[config.mk]
export PLATFORM = sky130hd
export DESIGN_NAME = go_back_n_link_controller_unit
export DESIGN_NICKNAME = d
export VERILOG_FILES = /design/src/rtl/gbn_pkg.sv /design/src/rtl/go_back_n_link_controller_unit.sv /design/src/rtl/gbn_ram.sv
export SDC_FILE = /design/constraint.sdc
export NUM_CORES = 1
export LEC_CHECK = 0
export BUFFER_PORTS_ARGS = -buffer_cell sky130_fd_sc_hd__buf_2
export CAP_MARGIN = 20
export CELL_PAD_IN_SITES_DETAIL_PLACEMENT = 0
export CELL_PAD_IN_SITES_GLOBAL_PLACEMENT = 1
export CORE_MARGIN = 5
export CORE_UTILIZATION = 54
export DETAILED_ROUTE_END_ITERATION = 7
export PLACE_DENSITY_LB_ADDON = 0.1
export SYNTH_ARGS = -nofsm -noshare
export SYNTH_HDL_FRONTEND = slang
export SYNTH_HIERARCHICAL = 1
export SYNTH_SLANG_ARGS = --single-unit
[constraint.sdc]
create_clock -name clk -period 7.3 [get_ports clk]
set_input_delay 1.095 -clock clk [delete_from_list [all_inputs] [get_ports clk]]
set_output_delay 1.095 -clock clk [all_outputs]
set_load 0.005 [all_outputs]
[src/rtl/gbn_pkg.sv]
// Shared types and constants of the go-back-N link controller.
package gbn_pkg;

  localparam int CMD_W     = 3;
  localparam int KIND_W    = 3;
  localparam int CFG_W     = 16;
  localparam int CFG_IDX_W = 1;

  localparam logic [CFG_W-1:0] TIMEOUT_RESET   = 16'd1000;
  localparam logic [CFG_W-1:0] ACK_DELAY_RESET = 16'd200;

  typedef enum logic [CMD_W-1:0] {
    CMD_SEND = 3'd0,
    CMD_DATA = 3'd1,
    CMD_ACK  = 3'd2,
    CMD_NAK  = 3'd3,
    CMD_BAD  = 3'd4,
    CMD_TICK = 3'd5
  } cmd_t;

  typedef enum logic [KIND_W-1:0] {
    KIND_STATUS    = 3'd0,
    KIND_SEND_DATA = 3'd1,
    KIND_SEND_ACK  = 3'd2,
    KIND_SEND_NAK  = 3'd3,
    KIND_DELIVER   = 3'd4,
    KIND_REJECT    = 3'd5
  } kind_t;

  typedef enum logic [CFG_IDX_W-1:0] {
    REG_TIMEOUT   = 1'd0,
    REG_ACK_DELAY = 1'd1
  } reg_idx_t;

  typedef enum logic [1:0] {
    ST_IDLE   = 2'd0,
    ST_CHECK  = 2'd1,
    ST_REPORT = 2'd2,
    ST_RESEND = 2'd3
  } state_t;

endpackage

[src/rtl/go_back_n_link_controller_unit.sv]
// Go-back-N link controller: sender window, in-order receiver and timers.
//
// Every command except a tick is handled in the cycle it is accepted and
// gives one result, so such items are taken one per cycle while the output
// register drains. A tick that resends nothing goes through these steps:
// the send-time memory makes a registered read of the oldest frame's stamp,
// the check state compares it with the timeout, and the report state puts
// out the result. A tick that triggers a go-back resend makes the same read
// and check, then puts out one frame per cycle while the output register
// drains, up to 2^SEQ_BITS-1 of them, each restamped in the memory. The
// output register takes one result per cycle, so a stalled consumer holds
// back every kind of item. Configuration writes are always taken.
module go_back_n_link_controller_unit
  import gbn_pkg::*;
#(
  parameter int SEQ_BITS  = 3,
  parameter int TIME_BITS = 16
) (
  input  logic                 clk,
  input  logic                 rst,
  input  logic                 in_valid,
  output logic                 in_ready,
  input  logic [CMD_W-1:0]     command,
  input  logic [SEQ_BITS-1:0]  frame_seq,
  input  logic [SEQ_BITS-1:0]  frame_ack,
  output logic                 out_valid,
  input  logic                 out_ready,
  output logic [KIND_W-1:0]    kind,
  output logic [SEQ_BITS-1:0]  out_seq,
  output logic [SEQ_BITS-1:0]  out_ack,
  output logic                 last,
  output logic [SEQ_BITS-1:0]  outstanding,
  output logic                 window_open,
  input  logic                 cfg_valid,
  output logic                 cfg_ready,
  input  logic [CFG_IDX_W-1:0] cfg_index,
  input  logic [CFG_W-1:0]     cfg_data
);

  localparam int DEPTH = 1 << SEQ_BITS;
  localparam int CMP_W = (TIME_BITS > CFG_W) ? TIME_BITS : CFG_W;
  localparam logic [SEQ_BITS-1:0] WINDOW_MAX = '1;
  localparam logic [SEQ_BITS-1:0] SEQ_ONE = SEQ_BITS'(1);

  state_t state, state_next;

  logic [CFG_W-1:0]     timeout_ticks;
  logic [CFG_W-1:0]     ack_delay_ticks;
  logic [SEQ_BITS-1:0]  next_to_send, next_to_send_next;
  logic [SEQ_BITS-1:0]  oldest_unacked, oldest_unacked_next;
  logic [SEQ_BITS-1:0]  expected_in, expected_in_next;
  logic [SEQ_BITS-1:0]  unacked_count, unacked_count_next;
  logic                 ack_pending, ack_pending_next;
  logic [CFG_W-1:0]     ack_countdown, ack_countdown_next;
  logic [TIME_BITS-1:0] now_ticks, now_ticks_next;
  logic [SEQ_BITS-1:0]  remaining, remaining_next;
  kind_t                tick_kind, tick_kind_next;

  logic                 ram_we, ram_re;
  logic [SEQ_BITS-1:0]  ram_waddr;
  logic [TIME_BITS-1:0] ram_rdata;

  logic                 load;
  kind_t                ld_kind;
  logic [SEQ_BITS-1:0]  ld_seq, ld_ack, ld_cnt;
  logic                 ld_last;
  kind_t                out_kind;

  logic                 out_free, accept;
  logic [SEQ_BITS-1:0]  ack_dist;
  logic                 ack_ok;
  logic [TIME_BITS-1:0] age;
  logic [CFG_W-1:0]     limit;
  logic                 timed_out;

  assign out_free  = !out_valid || out_ready;
  assign in_ready  = (state == ST_IDLE) && out_free;
  assign accept    = in_valid && in_ready;
  assign cfg_ready = 1'b1;

  // A cumulative ack retires frames only if it lands inside the window.
  assign ack_dist = frame_ack - oldest_unacked;
  assign ack_ok   = (ack_dist != '0) && (ack_dist <= unacked_count);

  // now_ticks has already advanced when the stamp comes back from the RAM.
  assign age       = now_ticks - ram_rdata;
  assign limit     = (timeout_ticks == '0) ? CFG_W'(1) : timeout_ticks;
  assign timed_out = (unacked_count != '0) && (CMP_W'(age) >= CMP_W'(limit));

  gbn_ram #(
    .WIDTH (TIME_BITS),
    .DEPTH (DEPTH)
  ) u_send_time (
    .clk   (clk),
    .we    (ram_we),
    .waddr (ram_waddr),
    .wdata (now_ticks),
    .re    (ram_re),
    .raddr (oldest_unacked),
    .rdata (ram_rdata)
  );

  always_comb begin
    state_next = state;
    case (state)
      ST_IDLE: begin
        if (accept && (cmd_t'(command) == CMD_TICK)) begin
          state_next = ST_CHECK;
        end
      end
      ST_CHECK: begin
        state_next = timed_out ? ST_RESEND : ST_REPORT;
      end
      ST_REPORT: begin
        if (out_free) begin
          state_next = ST_IDLE;
        end
      end
      ST_RESEND: begin
        if (out_free && (remaining == SEQ_ONE)) begin
          state_next = ST_IDLE;
        end
      end
      default: state_next = ST_IDLE;
    endcase
  end

  always_comb begin
    next_to_send_next   = next_to_send;
    oldest_unacked_next = oldest_unacked;
    expected_in_next    = expected_in;
    unacked_count_next  = unacked_count;
    ack_pending_next    = ack_pending;
    ack_countdown_next  = ack_countdown;
    now_ticks_next      = now_ticks;
    remaining_next      = remaining;
    tick_kind_next      = tick_kind;
    ram_we              = 1'b0;
    ram_re              = 1'b0;
    ram_waddr           = next_to_send;
    load                = 1'b0;
    ld_kind             = KIND_STATUS;
    ld_seq              = next_to_send;
    ld_ack              = expected_in;
    ld_cnt              = unacked_count;
    ld_last             = 1'b1;
    case (state)
      ST_IDLE: begin
        if (accept) begin
          case (cmd_t'(command))
            CMD_SEND: begin
              load = 1'b1;
              if (unacked_count == WINDOW_MAX) begin
                ld_kind = KIND_REJECT;
              end else begin
                ram_we             = 1'b1;
                ack_pending_next   = 1'b0;
                next_to_send_next  = next_to_send + SEQ_ONE;
                unacked_count_next = unacked_count + SEQ_ONE;
                ld_kind            = KIND_SEND_DATA;
                ld_cnt             = unacked_count + SEQ_ONE;
              end
            end
            CMD_DATA: begin
              load = 1'b1;
              if (frame_seq == expected_in) begin
                ld_kind          = KIND_DELIVER;
                ld_seq           = frame_seq;
                expected_in_next = expected_in + SEQ_ONE;
                ld_ack           = expected_in + SEQ_ONE;
                if (!ack_pending) begin
                  ack_pending_next   = 1'b1;
                  ack_countdown_next = ack_delay_ticks;
                end
              end
              if (ack_ok) begin
                unacked_count_next  = unacked_count - ack_dist;
                oldest_unacked_next = frame_ack;
                ld_cnt              = unacked_count - ack_dist;
              end
            end
            CMD_ACK: begin
              load = 1'b1;
              if (ack_ok) begin
                unacked_count_next  = unacked_count - ack_dist;
                oldest_unacked_next = frame_ack;
                ld_cnt              = unacked_count - ack_dist;
              end
            end
            CMD_BAD: begin
              load    = 1'b1;
              ld_kind = KIND_SEND_NAK;
              ld_seq  = frame_seq;
            end
            CMD_TICK: begin
              now_ticks_next = now_ticks + TIME_BITS'(1);
              ram_re         = 1'b1;
            end
            default: load = 1'b1;
          endcase
        end
      end
      ST_CHECK: begin
        if (timed_out) begin
          next_to_send_next = oldest_unacked;
          remaining_next    = unacked_count;
        end else if (ack_pending) begin
          if (ack_countdown <= CFG_W'(1)) begin
            ack_countdown_next = '0;
            ack_pending_next   = 1'b0;
            tick_kind_next     = KIND_SEND_ACK;
          end else begin
            ack_countdown_next = ack_countdown - CFG_W'(1);
            tick_kind_next     = KIND_STATUS;
          end
        end else begin
          tick_kind_next = KIND_STATUS;
        end
      end
      ST_REPORT: begin
        if (out_free) begin
          load    = 1'b1;
          ld_kind = tick_kind;
          ld_seq  = (tick_kind == KIND_SEND_ACK) ? '0 : next_to_send;
        end
      end
      ST_RESEND: begin
        if (out_free) begin
          load              = 1'b1;
          ld_kind           = KIND_SEND_DATA;
          ld_last           = (remaining == SEQ_ONE);
          ram_we            = 1'b1;
          ack_pending_next  = 1'b0;
          next_to_send_next = next_to_send + SEQ_ONE;
          remaining_next    = remaining - SEQ_ONE;
        end
      end
      default: ;
    endcase
  end

  always_ff @(posedge clk) begin
    if (rst) begin
      state           <= ST_IDLE;
      timeout_ticks   <= TIMEOUT_RESET;
      ack_delay_ticks <= ACK_DELAY_RESET;
      next_to_send    <= '0;
      oldest_unacked  <= '0;
      expected_in     <= '0;
      unacked_count   <= '0;
      ack_pending     <= 1'b0;
      ack_countdown   <= '0;
      now_ticks       <= '0;
      remaining       <= '0;
      tick_kind       <= KIND_STATUS;
      out_valid       <= 1'b0;
    end else begin
      state          <= state_next;
      next_to_send   <= next_to_send_next;
      oldest_unacked <= oldest_unacked_next;
      expected_in    <= expected_in_next;
      unacked_count  <= unacked_count_next;
      ack_pending    <= ack_pending_next;
      ack_countdown  <= ack_countdown_next;
      now_ticks      <= now_ticks_next;
      remaining      <= remaining_next;
      tick_kind      <= tick_kind_next;
      if (load) begin
        out_valid <= 1'b1;
      end else if (out_ready) begin
        out_valid <= 1'b0;
      end
      if (cfg_valid) begin
        case (reg_idx_t'(cfg_index))
          REG_TIMEOUT:   timeout_ticks   <= cfg_data;
          REG_ACK_DELAY: ack_delay_ticks <= cfg_data;
          default: ;
        endcase
      end
    end
  end

  // The result payload holds while a transfer is stalled.
  always_ff @(posedge clk) begin
    if (load) begin
      out_kind    <= ld_kind;
      out_seq     <= ld_seq;
      out_ack     <= ld_ack;
      last        <= ld_last;
      outstanding <= ld_cnt;
      window_open <= (ld_cnt != WINDOW_MAX);
    end
  end

  assign kind = out_kind;

endmodule

[src/rtl/gbn_ram.sv]
// Generic single-write, single-read RAM with a registered read port.
module gbn_ram #(
  parameter int WIDTH = 16,
  parameter int DEPTH = 8
) (
  input  logic                     clk,
  input  logic                     we,
  input  logic [$clog2(DEPTH)-1:0] waddr,
  input  logic [WIDTH-1:0]         wdata,
  input  logic                     re,
  input  logic [$clog2(DEPTH)-1:0] raddr,
  output logic [WIDTH-1:0]         rdata
);

  logic [WIDTH-1:0] mem [DEPTH];

  always_ff @(posedge clk) begin
    if (we) begin
      mem[waddr] <= wdata;
    end
    if (re) begin
      rdata <= mem[raddr];
    end
  end

endmodule

# After elaboration in Yosys (flattened, before gate mapping)
# Memory sizes are Yosys's and may differ from the RTL's. A register that Yosys moved wholly into a read port is not among the register bits.
# Index checks and enable logic that the tools add are counted.
[op_classes] mux=71 n_reduce_logical=30 bitwise_logic=2 n_eq_ne=28 n_addsub=9 magnitude_cmp=3
[op_table] cell="2-to-1 mux 16 bit" n=8
[op_table] cell="2-to-1 mux 3 bit" n=24
[op_table] cell="one-hot mux 16 bit (2 select lines)" n=1
[op_table] cell="one-hot mux 3 bit (3 select lines)" n=3
[op_table] cell="one-hot mux 3 bit (2 select lines)" n=4
[op_table] cell="2-to-1 mux 1 bit" n=22
[op_table] cell="inequality test 2 bit (second input constant)" n=9
[op_table] cell="adder 16 x 1 -> 16 bit (second input constant)" n=1
[op_table] cell="greater-or-equal comparator 16 bit" n=1
[op_table] cell="less-or-equal comparator 16 x 1 -> 1 bit (second input constant)" n=1
[op_table] cell="logical NOT 16 bit" n=1
[op_table] cell="subtractor 16 x 1 -> 16 bit (second input constant)" n=1
[op_table] cell="subtractor 16 bit" n=1
[op_table] cell="AND reduction 7 bit" n=2
[op_table] cell="adder 3 x 1 -> 3 bit (second input constant)" n=3
[op_table] cell="== test 3 bit (second input constant)" n=3
[op_table] cell="inequality test 3 bit (second input constant)" n=3
[op_table] cell="AND reduction 3 bit" n=3
[op_table] cell="nonzero test 3 bit" n=3
[op_table] cell="2-to-1 mux 2 bit" n=4
[op_table] cell="inequality test 2 x 1 -> 1 bit (second input constant)" n=4
[op_table] cell="one-hot mux 2 bit (4 select lines)" n=1
[op_table] cell="AND reduction 2 bit" n=4
[op_table] cell="== test 3 x 1 -> 1 bit (second input constant)" n=2
[op_table] cell="other kinds (20)" n=34
[word_totals] memories=1 in_bits=31 regBits=100 out_inout_bits=17 ramBits=128
[memory_table] memory="u_send_time.mem" depth=8 word_bits=16 read_ports=1 rd_ports_with_merged_regs=1 write_ports=1 line="gbn_ram.sv:15" text="logic [WIDTH-1:0] mem [DEPTH];"

# Depth between registers and ports, before layout
# Gate-level depths: netlist of the first run.
[logic_depth] ltp_word=8 mapped_depth=18

# Modules after synthesis
# The synthesis of the first run kept the hierarchy.
[by_module_without_submodules] module="go_back_n_link_controller_unit" area_each_um2=6346.1 cells_per_inst=792 instances=1
[by_module_without_submodules] module="gbn_ram" area_each_um2=5454.0 cells_per_inst=214 instances=1

# Least setup slack after synthesis of the first run
# Ideal clock, no wire load.
[synth_timing] path_type="reg-to-reg" startpoint="register now_ticks[0]" endpoint="register remaining[2]" slack_ps=3257 t_required_ps=7226 path_stages_with_launch=18 arrival_ps=3969 path_cell_list="dfxtp_1 inv_1 ha_1 inv_1 fa_1 a21o_1 a21oi_1 o21a_1 o31ai_1 a2111o_1 o211ai_1 ha_1 nand4_1 or4_4 o32a_4 nand3_2 or4b_1 a31oi_1"
[synth_between] elab_chain_cells=5
[synth_lines] item="from (decl)" line="go_back_n_link_controller_unit.sv:55" text="logic [TIME_BITS-1:0] now_ticks, now_ticks_next;"
[synth_lines] item="from (signal assigned)" line="go_back_n_link_controller_unit.sv:265" text="now_ticks <= now_ticks_next;"
[synth_lines] item="subtractor 16 bit" line="go_back_n_link_controller_unit.sv:86" text="assign age = now_ticks - ram_rdata;"
[synth_lines] item="greater-or-equal comparator 16 bit" line="go_back_n_link_controller_unit.sv:88" text="assign timed_out = (unacked_count != '0) && (CMP_W'(age) >= CMP_W'(limit));"
[synth_lines] item="logical AND 1 bit" line="go_back_n_link_controller_unit.sv:88"
[synth_lines] item="inequality test 2 bit (no source line)"
[synth_lines] item="AND reduction 3 bit (no source line)"
[synth_lines] item="to (signal assigned)" line="go_back_n_link_controller_unit.sv:266" text="remaining <= remaining_next;"
[synth_lines] item="to (decl)" line="go_back_n_link_controller_unit.sv:56" text="logic [SEQ_BITS-1:0] remaining, remaining_next;"
# No other way between the ends.
# A chain may end at the register's enable or synchronous reset.

# Worst setup path after layout of the first run
[layout_timing] startpoint="register now_ticks[0]" endpoint="register ack_countdown[12]"
[layout_between] elab_chain_cells=5
[layout_lines] item="subtractor 16 bit" line="go_back_n_link_controller_unit.sv:86"
[layout_lines] item="greater-or-equal comparator 16 bit" line="go_back_n_link_controller_unit.sv:88"
[layout_lines] item="logical AND 1 bit" line="go_back_n_link_controller_unit.sv:88"
[layout_lines] item="inequality test 2 bit (no source line)"
[layout_lines] item="AND reduction 7 bit (no source line)"
[layout_lines] item="to (signal assigned)" line="go_back_n_link_controller_unit.sv:264" text="ack_countdown <= ack_countdown_next;"
[layout_lines] item="to (decl)" line="go_back_n_link_controller_unit.sv:54" text="logic [CFG_W-1:0] ack_countdown, ack_countdown_next;"
# No other way between the ends.

==> implementation parameters, run 1 <==
Parameter                              Value

Layout
  Post-route core utilization ... 0.604
  Area taken by multi-input logic gates ... roughly 0.0049 sq mm
  Area added between synthesis and finish ... 11.0%
  Proportion of layout cells with a drive suffix above 1 ... 0.128
  Final Net Count ... 1,138
  Cell Count, Final, Fillers Out ... around 1,400
  Register cell area after layout ... around 0.0064 sq mm
  Number of fillers in the final layout ... approximately 1,800
  Diodes inserted ... 0

Hold path
  Tightest Hold Check Type ... flip-flop to flip-flop

Detailed routing
  Residual DRC count ... 0
  Total via count in the routed design ... 7,900
  WL final ... 26.5 mm
  Number of routed nets with antenna violations ... 0
  Avg Vias per Cell ... 5.83
  First drt pass iteration count ... 6
  Initial DRC count ... between 400 and 500
  Post-DR wirelength/cell ... ~20 microns

Setup path
  Crit path max-delay family ... compound AO/OA/AOI/OAI gates
  Critical-path top delay cell ... o32ai_1
  Data required time of the worst path ... 7.65 ns
  Startpoint class of the critical path ... flip-flop
  List of cells traversed by the critical path ... inv_1 > ha_1 > inv_1 > fa_1 > a21o_1 > a21oi_1 > o21a_1 > o31ai_1 > a2111o_1 > o211ai_1 > ha_1 > nand4_1 > or4_4 > o32ai_1 > o21ai_2 > nand2_2 > o311ai_0
  Max incr delay on CP ... 0.61 ns
  Largest fanout of any net on the critical path ... 12
  WP buf/inv ... 2
  Type of element capturing the critical path ... flip-flop
  Signal arrival time at the worst endpoint ... 5.12 ns
  WS Path Type ... flip-flop to flip-flop
  FF-to-FF setup slack ... 2.53 ns

Yosys
  Area contributors post-synth ... edfxtp_1, dfxtp_1, mux4_1
  Fraction of registers with async set/reset ... 0
  Avg Cell Area, Syn ... 11.7 sq um
  Most used DFF post-synth ... edfxtp_1
  Number of instances in the synthesized netlist ... around 1,000
  Leading area contributor after synthesis ... edfxtp_1
  Number of flops mapped to enable cells by yosys ... 158
  Netlist area before placement ... approximately 0.012 sq mm
  Share of the yosys chip area belonging to registers ... 0.545
  Yosys warnings ... 6
  Count of different cell masters after synthesis ... between 70 and 80
  Number of storage elements in the synthesis netlist ... about 240
  Fraction of synthesized cell area taken by the top area cell type ... 0.402
  Net Count, Synth ... 1,088

Power and ir drop
  Leakage power summed over all cells ... between 4 and 5 nW
  Maximum vdd ir drop ... about 0.00022 V
  P per Cell Area ... about 250 mW/mm^2
  Total power consumption of the routed design ... between 0.003 and 0.004 W

Floorplan
  Width of the die ... ~160 microns
  Effective utilization at floorplan ... 0.544
  Area of the core ... 0.0217 sq mm
  Height of the die ... approximately 160 microns
  DIE AREA ... around 0.025 sq mm
  Number of top-level pins ... 48
  Number of cell rows ... 54

Clock tree
  Post-CTS Hold Buffers ... 0
  Total number of clock tree sinks ... between 200 and 250
  # resized after CTS ... 0
  Level count of the clock H-tree ... 1
  Clock tree root driver cell ... clkbuf_16
  Worst-skew pair later-pin latency ... roughly 0.52 ns
  Worst-case clock buffer depth ... 3
  CTS tree ... built
  Number of buffers created by CTS ... 25
  Setup bufs post-CTS ... 0
  Clock-pin slew on the worst setup and hold paths ... around 0.06 ns

Global route
  Maximum number of pins on one net before global-route repair ... 73
  Global route total overflow ... 0
  Wire length of the first global-routing pass ... 42.7 mm
  Combined global-route utilization of all metal layers ... 0.217
  Vias in the first global route ... ~7,700
  Antenna violations before repair ... 0

Placement
  Placer Congestion ... between 0.8 and 0.9
  Buffers added on ports ... 46
  Total instance count after detailed placement ... about 1,300
  Half-perimeter wire length after placement ... ~17 mm

Timing
  Tightest Pin Transition ... roughly 1.1 ns
  Crit share post-route ... 0.653
  Max-slew violation count ... 0
  Worst setup skew after layout ... about 0.013 ns
  Final hold vios ... 0
  Normalized max-slew margin ... 0.271
  Time the worst path needs with I/O delays and setup ... about 4.8 ns
  Highest clock frequency the design can meet ... roughly 210 MHz
  Setup tns final ... 0 ns
  RSZ-0062 raised after global routing ... false
  Count of final setup violators ... 0

Job
  Max cap viols ... 0

Run status
  Run status ... complete, no violations
path summary, 6_finish.rpt:
path	startpoint	endpoint	cells past startpoint
max	now_ticks[0]	ack_countdown[12]	17
min reg2reg	ack_delay_ticks[10]	ack_delay_ticks[10]	2
max reg2reg	now_ticks[0]	ack_countdown[12]	17
min	ack_delay_ticks[10]	ack_delay_ticks[10]	2
registers in the layout, summed over array words and instances, names as in the netlist, 16 cells and up:
register and flops:
u_send_time/mem 128, u_send_time/rdata 16, now_ticks 16, ack_delay_ticks 16
ack_countdown 16, timeout_ticks 16
per-layer routing:
layer	global-route usage	up-vias	wire length, microns
li1	-	3879	-
met4	0.0381	0	280
met5	0	-	0
met2	0.330	166	11800
met1	0.340	3834	13100
met3	0.0271	21	1290
kinds of logic (layout without fill, tap and decap cells):
group           Yosys count  count (layout)  share of synthesized area
compound gates          216             216                      0.121
xor+xnor                 32              32                     0.0250
fa+ha+maj                51              51                     0.0560
buf+inv                 111             180                     0.0405
flops                   242             242                      0.545
mux                      52              52                     0.0888
other cells               1               1                   0.000318
simple gates            301             301                      0.124
cell usage in the layout, fill, tap and decap left out, drive strengths merged, types with 19 or more instances in the layout:
| cell type | n |
|---|---|
| a21oi | 82 |
| buf | 63 |
| clkbuf | 34 |
| dfxtp | 84 |
| edfxtp | 158 |
| ha | 48 |
| inv | 70 |
| mux4 | 32 |
| nand2 | 111 |
| nand3 | 19 |
| nor2 | 59 |
| nor3 | 34 |
| o21ai | 32 |
layout make-up:
class / count / area share
clock buffer: 34 / 0.0534
tap: 280 / 0.0267
inverter: 71 / 0.0203
timing repair buffer: 63 / 0.0273
multi-input combinational: 653 / 0.375
sequential: 242 / 0.491
clock inverter: 12 / 0.00688
worst register-to-register path, cell delays in order (launching register included):
cell      delay [ns]
dfxtp_1         0.43
inv_1           0.11
ha_1            0.16
inv_1           0.05
fa_1            0.40
a21o_1          0.18
a21oi_1         0.28
o21a_1          0.20
o31ai_1         0.11
a2111o_1        0.42
o211ai_1        0.10
ha_1            0.19
nand4_1         0.15
or4_4           0.55
o32ai_1         0.61
o21ai_2         0.25
nand2_2         0.26
o311ai_0        0.16
metrics by stage:
step	instance area, sq um	hold WS (ns)	setup WS, ns
floorplan	11800	0.432	3.26
global placement	12300	0.445	2.73
detailed placement	12300	0.452	2.55
CTS	13100	0.461	2.52
global route	13100	0.479	2.09
finish	13100	0.458	2.53
where the power goes:
group / internal [W] / switching [W] / leakage [nW]
Combinational: 0.000159 / 0.000293 / 2.30
Clock: 0.000706 / 0.000508 / 0.386
Sequential: 0.00153 / 0.0000451 / 2.30
Total: 0.00239 / 0.000847 / 4.99
cells in the mapped netlist, types with 6 or more instances:
cell type	count
a211oi_1	12
a21oi_1	81
a31oi_1	7
buf_1	6
buf_6	6
clkbuf_1	21
dfxtp_1	84
edfxtp_1	158
ha_1	48
inv_1	69
mux2_2	17
mux4_1	28
nand2_1	110
nand2b_1	13
nand3_1	18
nand4_1	12
nor2_1	59
nor3_1	34
nor4_1	6
o211ai_1	14
o21a_1	7
o21ai_0	30
o31ai_1	7
o32ai_1	9
or3_1	12
xnor2_1	17
xor2_1	14
No activity file was read; power rests on OpenSTA's default activity.
==> inputs of run 2 (changes only) <==
Settings changed: CORE_UTILIZATION 54 to 51.
Clock period 7.3 ns to 4.9 ns, I/O delays scaled along.
==> implementation parameters, run 2 (synthesis gave the netlist of run 1 again) <==
Parameter                              Value

Run status
  Run status ... complete, no violations (unchanged)

Power and ir drop
  Switching Power ... 0.00129 W (was 0.000847 W)
  Cell internal pwr ... 0.00379 W (was 0.00239 W)
  Maximum vdd ir drop ... 0.000279 V (was 0.000216 V)
  Combinational share of power ... 0.133 (was 0.140)
  Switching Share ... 0.254 (was 0.262)
  Clock network power share ... 0.408 (was 0.375)
  Leakage power summed over all cells ... 5.11 nW (was 4.99 nW)
  Flop pwr share ... 0.460 (was 0.485)
  P per Cell Area ... 381 mW/mm^2 (was 247 mW/mm^2)

Global route
  Wire length of the first global-routing pass ... 43.4 mm (was 42.7 mm)
  Global route total overflow ... 0 (unchanged)
  Antenna violations before repair ... 0 (unchanged)
  Maximum number of pins on one net before global-route repair ... 56 (was 73)
  Combined global-route utilization of all metal layers ... 0.208 (was 0.217)
  Vias in the first global route ... 7,905 (was 7,742)

Timing
  Time the worst path needs with I/O delays and setup ... 4.41 ns (was 4.77 ns)
  RSZ-0062 raised after global routing ... false (unchanged)
  Count of final setup violators ... 0 (unchanged)
  Setup tns final ... 0 ns (unchanged)
  Worst setup skew after layout ... 0.0117 ns (was 0.0130 ns)
  Crit share post-route ... 0.901 (was 0.653)
  Normalized max-slew margin ... 0.388 (was 0.271)
  Highest clock frequency the design can meet ... 227 MHz (was 210 MHz)
  Tightest Pin Transition ... 0.911 ns (was 1.09 ns)
  Final hold vios ... 0 (unchanged)
  Max-slew violation count ... 0 (unchanged)

Floorplan
  Height of the die ... 162 microns (was 158 microns)
  Width of the die ... 162 microns (was 158 microns)
  Number of cell rows ... 55 (was 54)
  Area of the core ... 0.0227 sq mm (was 0.0217 sq mm)
  Effective utilization at floorplan ... 0.520 (was 0.544)
  Number of top-level pins ... 48 (unchanged)
  DIE AREA ... 0.0263 sq mm (was 0.0249 sq mm)

Setup path
  Signal arrival time at the worst endpoint ... 4.86 ns (was 5.12 ns)
  Startpoint class of the critical path ... flip-flop (unchanged)
  Type of element capturing the critical path ... flip-flop (unchanged)
  Data required time of the worst path ... 5.34 ns (was 7.65 ns)
  Crit path max-delay family ... compound AO/OA/AOI/OAI gates (unchanged)
  Critical-path top delay cell ... or4_4 (was o32ai_1)
  WS Path Type ... flip-flop to flip-flop (unchanged)
  List of cells traversed by the critical path ... inv_1 > ha_1 > inv_1 > fa_1 > a21o_1 > a21oi_1 > o21a_1 > o31ai_1 > a2111o_1 > o211ai_1 > ha_1 > nand4_1 > or4_4 > o32a_4 > a21oi_4 > o311ai_0 > o31ai_1 (was inv_1 > ha_1 > inv_1 > fa_1 > a21o_1 > a21oi_1 > o21a_1 > o31ai_1 > a2111o_1 > o211ai_1 > ha_1 > nand4_1 > or4_4 > o32ai_1 > o21ai_2 > nand2_2 > o311ai_0)
  Largest fanout of any net on the critical path ... 17 (was 12)
  Max incr delay on CP ... 0.56 ns (was 0.61 ns)
  WP buf/inv ... 2 (unchanged)

Placement
  Placer Congestion ... 0.810 (was 0.832)
  Total instance count after detailed placement ... 1,325 (was 1,309)
  Buffers added on ports ... 46 (unchanged)
  Half-perimeter wire length after placement ... 17.9 mm (was 17.5 mm)

Detailed routing
  Number of routed nets with antenna violations ... 0 (unchanged)
  Avg Vias per Cell ... 5.81 (was 5.83)
  Post-DR wirelength/cell ... 19.8 microns (was 19.5 microns)
  Initial DRC count ... 498 (was 449)
  Total via count in the routed design ... 7,975 (was 7,900)
  Residual DRC count ... 0 (unchanged)
  First drt pass iteration count ... 4 (was 6)
  WL final ... 27.2 mm (was 26.5 mm)

Clock tree
  # resized after CTS ... 0 (unchanged)
  Setup bufs post-CTS ... 0 (unchanged)
  Number of buffers created by CTS ... 26 (was 25)
  Post-CTS Hold Buffers ... 0 (unchanged)
  Clock tree root driver cell ... clkbuf_16 (unchanged)
  Level count of the clock H-tree ... 1 (unchanged)
  Clock-pin slew on the worst setup and hold paths ... 0.06 ns (about the same)
  CTS tree ... built (unchanged)
  Worst-case clock buffer depth ... 3 (unchanged)
  Worst-skew pair later-pin latency ... 0.53 ns (was 0.52 ns)
  Total number of clock tree sinks ... 242 (unchanged)

Layout
  Commonest non-fill, non-tap cells in the layout ... edfxtp_1, nand2_1, dfxtp_1, a21oi_1, inv_1 (unchanged)
  Flip-flop count of the largest register after layout ... 128 (unchanged)
  Diodes inserted ... 0 (unchanged)
  Final Net Count ... 1,150 (was 1,138)
  Register ranked first by flip-flop count ... u_send_time/mem (unchanged)
  Most common library cell in the layout ignoring fill and taps ... edfxtp_1 (unchanged)
  Proportion of layout cells with a drive suffix above 1 ... 0.140 (was 0.128)
  Area added between synthesis and finish ... 12.8% (was 11.0%)
  Cell Count, Final, Fillers Out ... 1,373 (was 1,355)
  Area taken by multi-input logic gates ... 0.00491 sq mm (unchanged)
  Register cell area after layout ... 0.00643 sq mm (unchanged)
  Number of fillers in the final layout ... 1,882 (was 1,789)

Hold path
  Tightest Hold Check Type ... input pin to flip-flop (was flip-flop to flip-flop)

Job
  Max cap viols ... 0 (unchanged)
==> run 2: power by group through the flow <==
stage	Sequential [W]	Combinational (W)	Clock, W
floorplan	0.00237	0.000453	0
global placement	0.00238	0.000672	0
detailed placement	0.00238	0.000680	0
CTS	0.00234	0.000683	0.00212
global route	0.00235	0.000760	0.00222
finish	0.00234	0.000674	0.00207
==> run 2: final cells by class <==
type                       count  share of cell area
multi-input combinational    653               0.368
sequential                   242               0.483
inverter                      71              0.0200
clock inverter                18              0.0166
tap                          285              0.0268
timing repair buffer          74              0.0331
clock buffer                  30              0.0523
==> run 2: worst paths after layout <==
| kind | slack [ns] | start | to | cells past startpoint |
|---|---|---|---|---|
| worst max-delay path | 0.49 | now_ticks[0] | ack_countdown[9] | 17 |
| worst min-delay path | 0.46 | frame_ack[0] | oldest_unacked[0] | 3 |
| worst max register to register | 0.49 | now_ticks[0] | ack_countdown[9] | 17 |
| worst min register to register | 0.46 | ack_delay_ticks[5] | ack_delay_ticks[5] | 2 |
==> run 2: per-layer routing <==
metal / GRT usage / share of wire / vias up
met4: 0.0438 / 0.017 / 0
met1: 0.314 / 0.49 / 3868
met5: 0 / 0 / -
li1: - / - / 3912
met3: 0.0287 / 0.048 / 33
met2: 0.323 / 0.44 / 162
==> run 2: per-stage QoR <==
stage	total power (W)	hold slack [ns]	utilization	cell area [sq um]	setup slack (ns)
2_1_floorplan	0.00282	0.432	-	11800	0.857
6_report	0.00508	0.456	0.586	13300	0.485
4_1_cts	0.00514	0.437	0.586	13300	0.464
5_1_grt	0.00532	0.447	0.586	13300	0.139
3_5_place_dp	0.00306	0.447	0.546	12400	0.457
3_3_place_gp	0.00305	0.446	0.546	12400	0.560
==> run 2: tightest hold or removal path, cell delays in order <==
cell and delay, ns:
buf_2 0.10, nand2_1 0.05, a21oi_1 0.05
